## config.mk

```make
export PLATFORM = sky130hd
export DESIGN_NAME = jdht_ctrl
export DESIGN_NICKNAME = d
export VERILOG_FILES = /design/src/hw/rtl/jdht_pkg.sv /design/src/hw/rtl/jdht_ctrl.sv
export VERILOG_INCLUDE_DIRS = /design/src /design/src/hw/rtl
export SDC_FILE = /design/constraint.sdc
export NUM_CORES = 1
export LEC_CHECK = 0
export CAP_MARGIN = 10
export CORE_AREA = 2 2 39 41
export CTS_BUF_LIST = sky130_fd_sc_hd__clkbuf_2
export DETAILED_ROUTE_END_ITERATION = 8
export DIE_AREA = 0 0 41 43
export DONT_BUFFER_PORTS = 1
export REMOVE_ABC_BUFFERS = 1
export SLEW_MARGIN = 30
export SYNTH_ARGS = -nofsm -noshare
export SYNTH_HDL_FRONTEND = slang
export SYNTH_SLANG_ARGS = --single-unit
export TNS_END_PERCENT = 5
```

## constraint.sdc

```tcl
create_clock -name clock -period 3.36 [get_ports clock]
set_input_delay 0.336 -clock clock [delete_from_list [all_inputs] [get_ports clock]]
set_output_delay 0.336 -clock clock [all_outputs]
set_load 0.005 [all_outputs]
```

## src/hw/rtl/jpeg_dht_lookup_table_builder_assert.svh

```systemverilog
// Assertion macros for the DHT lookup table builder.
// Defining NO_ASSERTIONS turns every use into an empty statement.
`ifndef JPEG_DHT_LOOKUP_TABLE_BUILDER_ASSERT_SVH
`define JPEG_DHT_LOOKUP_TABLE_BUILDER_ASSERT_SVH
`ifndef NO_ASSERTIONS
`define JDHT_ASSERT_IMPL(lbl, clk, rst, ante, cons) \
   lbl: assert property (@(posedge clk) disable iff (rst) (ante) |-> (cons)) \
      else $error("jdht assertion failed");
`define JDHT_ASSERT_NEXT(lbl, clk, rst, ante, cons) \
   lbl: assert property (@(posedge clk) disable iff (rst) (ante) |=> (cons)) \
      else $error("jdht assertion failed");
`else
`define JDHT_ASSERT_IMPL(lbl, clk, rst, ante, cons)
`define JDHT_ASSERT_NEXT(lbl, clk, rst, ante, cons)
`endif
`endif

```

## src/hw/rtl/jdht_pkg.sv

```systemverilog
// Shared constants and controller/datapath interface types for the DHT builder.
// No dependencies.
package jdht_pkg;

   localparam int CODE_BITS_DEF   = 16;
   localparam int MAX_SYMBOLS_DEF = 256;
   localparam int TABLE_COUNT_DEF = 4;

   localparam int ENT_W = 13;   // {length[4:0], symbol[7:0]}

   // parse phases
   localparam logic [2:0] PH_LEN_HI  = 3'd0;
   localparam logic [2:0] PH_LEN_LO  = 3'd1;
   localparam logic [2:0] PH_CLASS   = 3'd2;
   localparam logic [2:0] PH_COUNTS  = 3'd3;
   localparam logic [2:0] PH_SYMBOLS = 3'd4;

   // class/identifier bytes
   localparam logic [7:0] CLS_DC1 = 8'h00;
   localparam logic [7:0] CLS_DC2 = 8'h01;
   localparam logic [7:0] CLS_AC1 = 8'h10;
   localparam logic [7:0] CLS_AC2 = 8'h11;

   localparam logic [16:0] CODE_SAT = 17'h1FFFF;

   typedef struct packed {
      logic clr_step;
      logic accept;
      logic parse;
      logic look;
      logic skip;
      logic take;
      logic fill;
      logic put;
      logic load_rsp;
   } cmd_type;

   typedef struct packed {
      logic clr_last;
      logic is_lookup;
      logic sym_step;
      logic skip_more;
      logic fill_mid;
      logic fill_last;
      logic fill_is_end;
      logic end_fill;
      logic rsp_free;
   } sts_type;

endpackage

```

## src/hw/rtl/jdht_ctrl.sv

```systemverilog
// Sequencer for the DHT builder: clear pass, dispatch, code skip, fills, response.
// Depends on jdht_pkg and the assertion macro header.
`include "jpeg_dht_lookup_table_builder_assert.svh"

module jdht_ctrl (
   input  logic              clock,
   input  logic              reset,
   input  logic              req_tvalid,
   output logic              req_tready,
   input  jdht_pkg::sts_type sts,
   output jdht_pkg::cmd_type cmd
);

   localparam logic [3:0] S_CLEAR = 4'd0;
   localparam logic [3:0] S_IDLE  = 4'd1;
   localparam logic [3:0] S_PARSE = 4'd2;
   localparam logic [3:0] S_SKIP  = 4'd3;
   localparam logic [3:0] S_FILL  = 4'd4;
   localparam logic [3:0] S_PUT   = 4'd5;
   localparam logic [3:0] S_DONE  = 4'd6;

   logic [3:0] st_ff, st_in;

   always_comb begin
      st_in      = st_ff;
      cmd        = '0;
      req_tready = 1'b0;
      unique case (st_ff)
         S_CLEAR: begin
            cmd.clr_step = 1'b1;
            if (sts.clr_last) st_in = S_IDLE;
         end
         S_IDLE: begin
            req_tready = 1'b1;
            if (req_tvalid) begin
               cmd.accept = 1'b1;
               st_in      = S_PARSE;
            end
         end
         S_PARSE: begin
            priority if (sts.is_lookup) begin
               cmd.look = 1'b1;
               st_in    = S_DONE;
            end else if (sts.sym_step) begin
               st_in = S_SKIP;
            end else begin
               cmd.parse = 1'b1;
               st_in     = S_DONE;
            end
         end
         S_SKIP: begin
            // walk past empty code lengths, one per cycle
            if (sts.skip_more) begin
               cmd.skip = 1'b1;
            end else begin
               cmd.take = 1'b1;
               st_in    = sts.fill_mid ? S_FILL : S_PUT;
            end
         end
         S_FILL: begin
            cmd.fill = 1'b1;
            if (sts.fill_last) st_in = sts.fill_is_end ? S_DONE : S_PUT;
         end
         S_PUT: begin
            cmd.put = 1'b1;
            st_in   = sts.end_fill ? S_FILL : S_DONE;
         end
         S_DONE: begin
            if (sts.rsp_free) begin
               cmd.load_rsp = 1'b1;
               st_in        = S_IDLE;
            end
         end
         default: st_in = S_IDLE;
      endcase
   end

   always_ff @(posedge clock) begin
      if (reset) st_ff <= S_CLEAR;
      else       st_ff <= st_in;
   end

   `JDHT_ASSERT_NEXT(a_clear_once, clock, reset, st_ff != S_CLEAR, st_ff != S_CLEAR)
   `JDHT_ASSERT_NEXT(a_accept_leaves_idle, clock, reset, st_ff == S_IDLE && req_tvalid, st_ff == S_PARSE)
   `JDHT_ASSERT_NEXT(a_fill_exit, clock, reset, st_ff == S_FILL, st_ff == S_FILL || st_ff == S_PUT || st_ff == S_DONE)
   `JDHT_ASSERT_IMPL(a_put_after_take, clock, reset, st_ff == S_PUT, $past(st_ff) == S_SKIP || $past(st_ff) == S_FILL)

endmodule

```

==> results.yml <==
setup_path:
  worst-path-max-fanout: 19
  crit_type: "reg -> reg"
  critical_path.startpoint: "st_ff[1]"
  worstSetupEndpointType: "flop"
  timing.critical_path.cells: "inv_4 > ha_1 > nor2_1 > a32o_1 > nor2_1 > a2111oi_2"
  cp_common_cell: "sky130_fd_sc_hd__nor2_1"
  r2r-start: "st_ff[1]"
  critPathBufInv: 1
  cpLargestDelayFamily: "flip-flops"
  timing.critical_path.slowest_stage_cell: "sky130_fd_sc_hd__dfxtp_1"
  required_ns: 3.45
  slowest_delay_ns: 0.76
  critical_path.startpoint_type: "flop"
  worstPathArrival_ns: 2.17
clocking:
  clock-root-buffer: "sky130_fd_sc_hd__clkbuf_2"
  cts.clk_slew.worst_paths_ns: 0.04
  cts_buffers: 3
  h-tree-depth: 1
  hold_fix_buffers_at_cts: 0
  clock_sinks: 3
  cts_setup_buffers: 0
  cts-resized-gates: 0
  ctsLongestPathBuffers: 2
  tritoncts: "yes"
  worst_skew_pair.late_latency_ns: 0.20
yosys:
  netlist_instances: 57
  netlist_area_um2: 419
  synth.top_cells.by_count: "sky130_fd_sc_hd__nor2_1 (8), sky130_fd_sc_hd__nor3_1 (6), sky130_fd_sc_hd__o21ai_0 (4), sky130_fd_sc_hd__dfxtp_1 (3), sky130_fd_sc_hd__nand2_1 (3)"
  dominantRegCellSynth: "sky130_fd_sc_hd__dfxtp_1"
  yosys-top-cells-area: "sky130_fd_sc_hd__dfxtp_1 (14%), sky130_fd_sc_hd__nor3_1 (7.2%), sky130_fd_sc_hd__nor2_1 (7.2%), sky130_fd_sc_hd__o41ai_4 (6.6%), sky130_fd_sc_hd__mux2i_1 (4.8%)"
  share_of_the_synthesized_area_in_the_top_cell_type: 0.143
  syn_area_per_cell_um2: 7.35
  synth_cell_types: 31
  ys_async_sr_fraction: 0
  post-synth-top-count-cell: "sky130_fd_sc_hd__nor2_1"
  post-synth-top-area-cell: "sky130_fd_sc_hd__dfxtp_1"
  synth-seq-cells: 3
  synth_edf_count: 0
  seq_area_frac_synth: 0.143
  synthesis.yosys.warnings: 0
floorplan:
  dieHeight_um: 43
  chipWidth_um: 41
  dieArea_mm2: 0.00176
  num_rows: 14
  initial_utilization: 0.303
  core_area_mm2: 0.00138
  io-pin-count: 22
power_and_ir_drop:
  total_power_uw: 397
  comb_power_share: 0.585
  p_int_uw: 187
  power_frac_seq: 0.292
  power_density_mw_per_mm2: 927
  leakage_nw: 0.158
  swShare: 0.527
  net_switching_power_of_the_design_uw: 209
  vdd_ir_drop_max_uv: 350
  clk_pwr_share: 0.123
timing:
  hold_viol_final: 0
  clock.fmax_ghz: 0.481
  maxSlewViolCount: 0
  fin_skew_ns: 0.00122
  final_period_minus_worst_setup_slack_ns: 2.08
  fin_setup_tns_ns: 0
  finalSetupViolations: 0
  maxSlewHeadroom: 0.531
  tightest_slew_ns: 0.703
  finalCritPeriodShare: 0.618
  rsz0062_at_grt: "no"
finish:
  n_antenna_cell: 0
  final-instance-count-excl-fill: 73
  design.final.nets: 71
  largest_register_ff_count: 3
  reg_top3: "st_ff (3)"
  max_flop_register: "st_ff"
  drive_above_1_share: 0.158
  nFillCells: 154
  flow.area_growth_from_synthesis_pct: 2.09
  layout.cell_area.non_filler_um2: 428
place:
  postPlaceCellArea_um2: 408
  placedCellCount: 69
  port-buffer-count: 0
  post-dp-hpwl_um: 735
  finalWeightedCongestion: 0.686
detailed_routing:
  routed_wl_um: 960
  first_pass_drt_iterations: 2
  first_iter_violations: 7
  routed_wire_length_per_instance_um: 13.2
  ant_nets: 0
  vias_per_cell: 5.56
  drc: 0
  via_count: 406
min_path:
  worst_hold_startpoint: "reset"
  hold_path_class: "in -> reg"
global_routing:
  grt_util_all_layers: 0.114
  antenna_violations_before_repair: 0
  vias_in_the_first_global_route: 326
  grt_max_degree: 20
  overflow: 0
  grt_first_pass_wirelength_um: 1370
run_status:
  status: "completed"
run:
  max-cap-violations: 0
## power groups by stage
stage                     clock [mW]  combinational, mW  sequential [mW]
after floorplan                    0              0.198            0.101
after global placement             0              0.230            0.115
after detailed placement           0              0.234            0.115
after CTS                     0.0518              0.234            0.115
after global routing          0.0572              0.263            0.118
final                         0.0488              0.232            0.116
## area by class of cell
class                      count  area, µm²  share of cell area
clock buffer                   4       20.0              0.0468
multi-input combinational     46        310               0.725
tap                           16       20.0              0.0468
inverter                       4       17.5              0.0409
sequential                     3       60.1               0.140
## cells by family (layout without fill, tap and decap cells)
kind of cell / after synthesis / after routing / synth area share
AOI/OAI and AO/OA: 16 / 16 / 0.331
adders and majority gates: 1 / 1 / 0.0298
buffers and inverters: 8 / 8 / 0.116
DFF: 3 / 3 / 0.143
and+or+nand+nor: 27 / 27 / 0.331
muxes: 2 / 2 / 0.0478
## layout by cell type (no fill, tap or decap), drive strengths merged, types with 2 or more instances in the layout
cell type  count
a2111oi        2
a22oi          2
and3           2
and4           2
clkbuf         4
dfxtp          3
inv            4
mux2i          2
nand2          3
nor2           8
nor3           6
o21ai          4
o31a           2
## path summary, 6_finish.rpt
kind | endpoint | slack, ns | cells after the start
worst min-delay path | st_ff[1] | 0.20 | 1
worst max-delay path | st_ff[1] | 1.28 | 6
worst max register to register | st_ff[1] | 1.28 | 6
worst min register to register | st_ff[0] | 0.78 | 2
## stage by stage
stage	hold slack [ns]	utilization	worst slack, ns
final	0.203	0.309	1.28
after CTS	0.190	0.309	1.28
after global placement	0.410	0.295	1.31
after global routing	0.175	0.309	1.14
after detailed placement	0.410	0.295	1.29
after floorplan	0.405	-	1.54
## routing by layer
metal / vias up / track usage / share of wire
li1: 212 / - / -
met1: 175 / 0.138 / 0.44
met2: 17 / 0.172 / 0.44
met3: 2 / 0.0366 / 0.10
met4: 0 / 0.0600 / 0.017
met5: - / 0 / 0
Power figures use the tool's default switching activity.
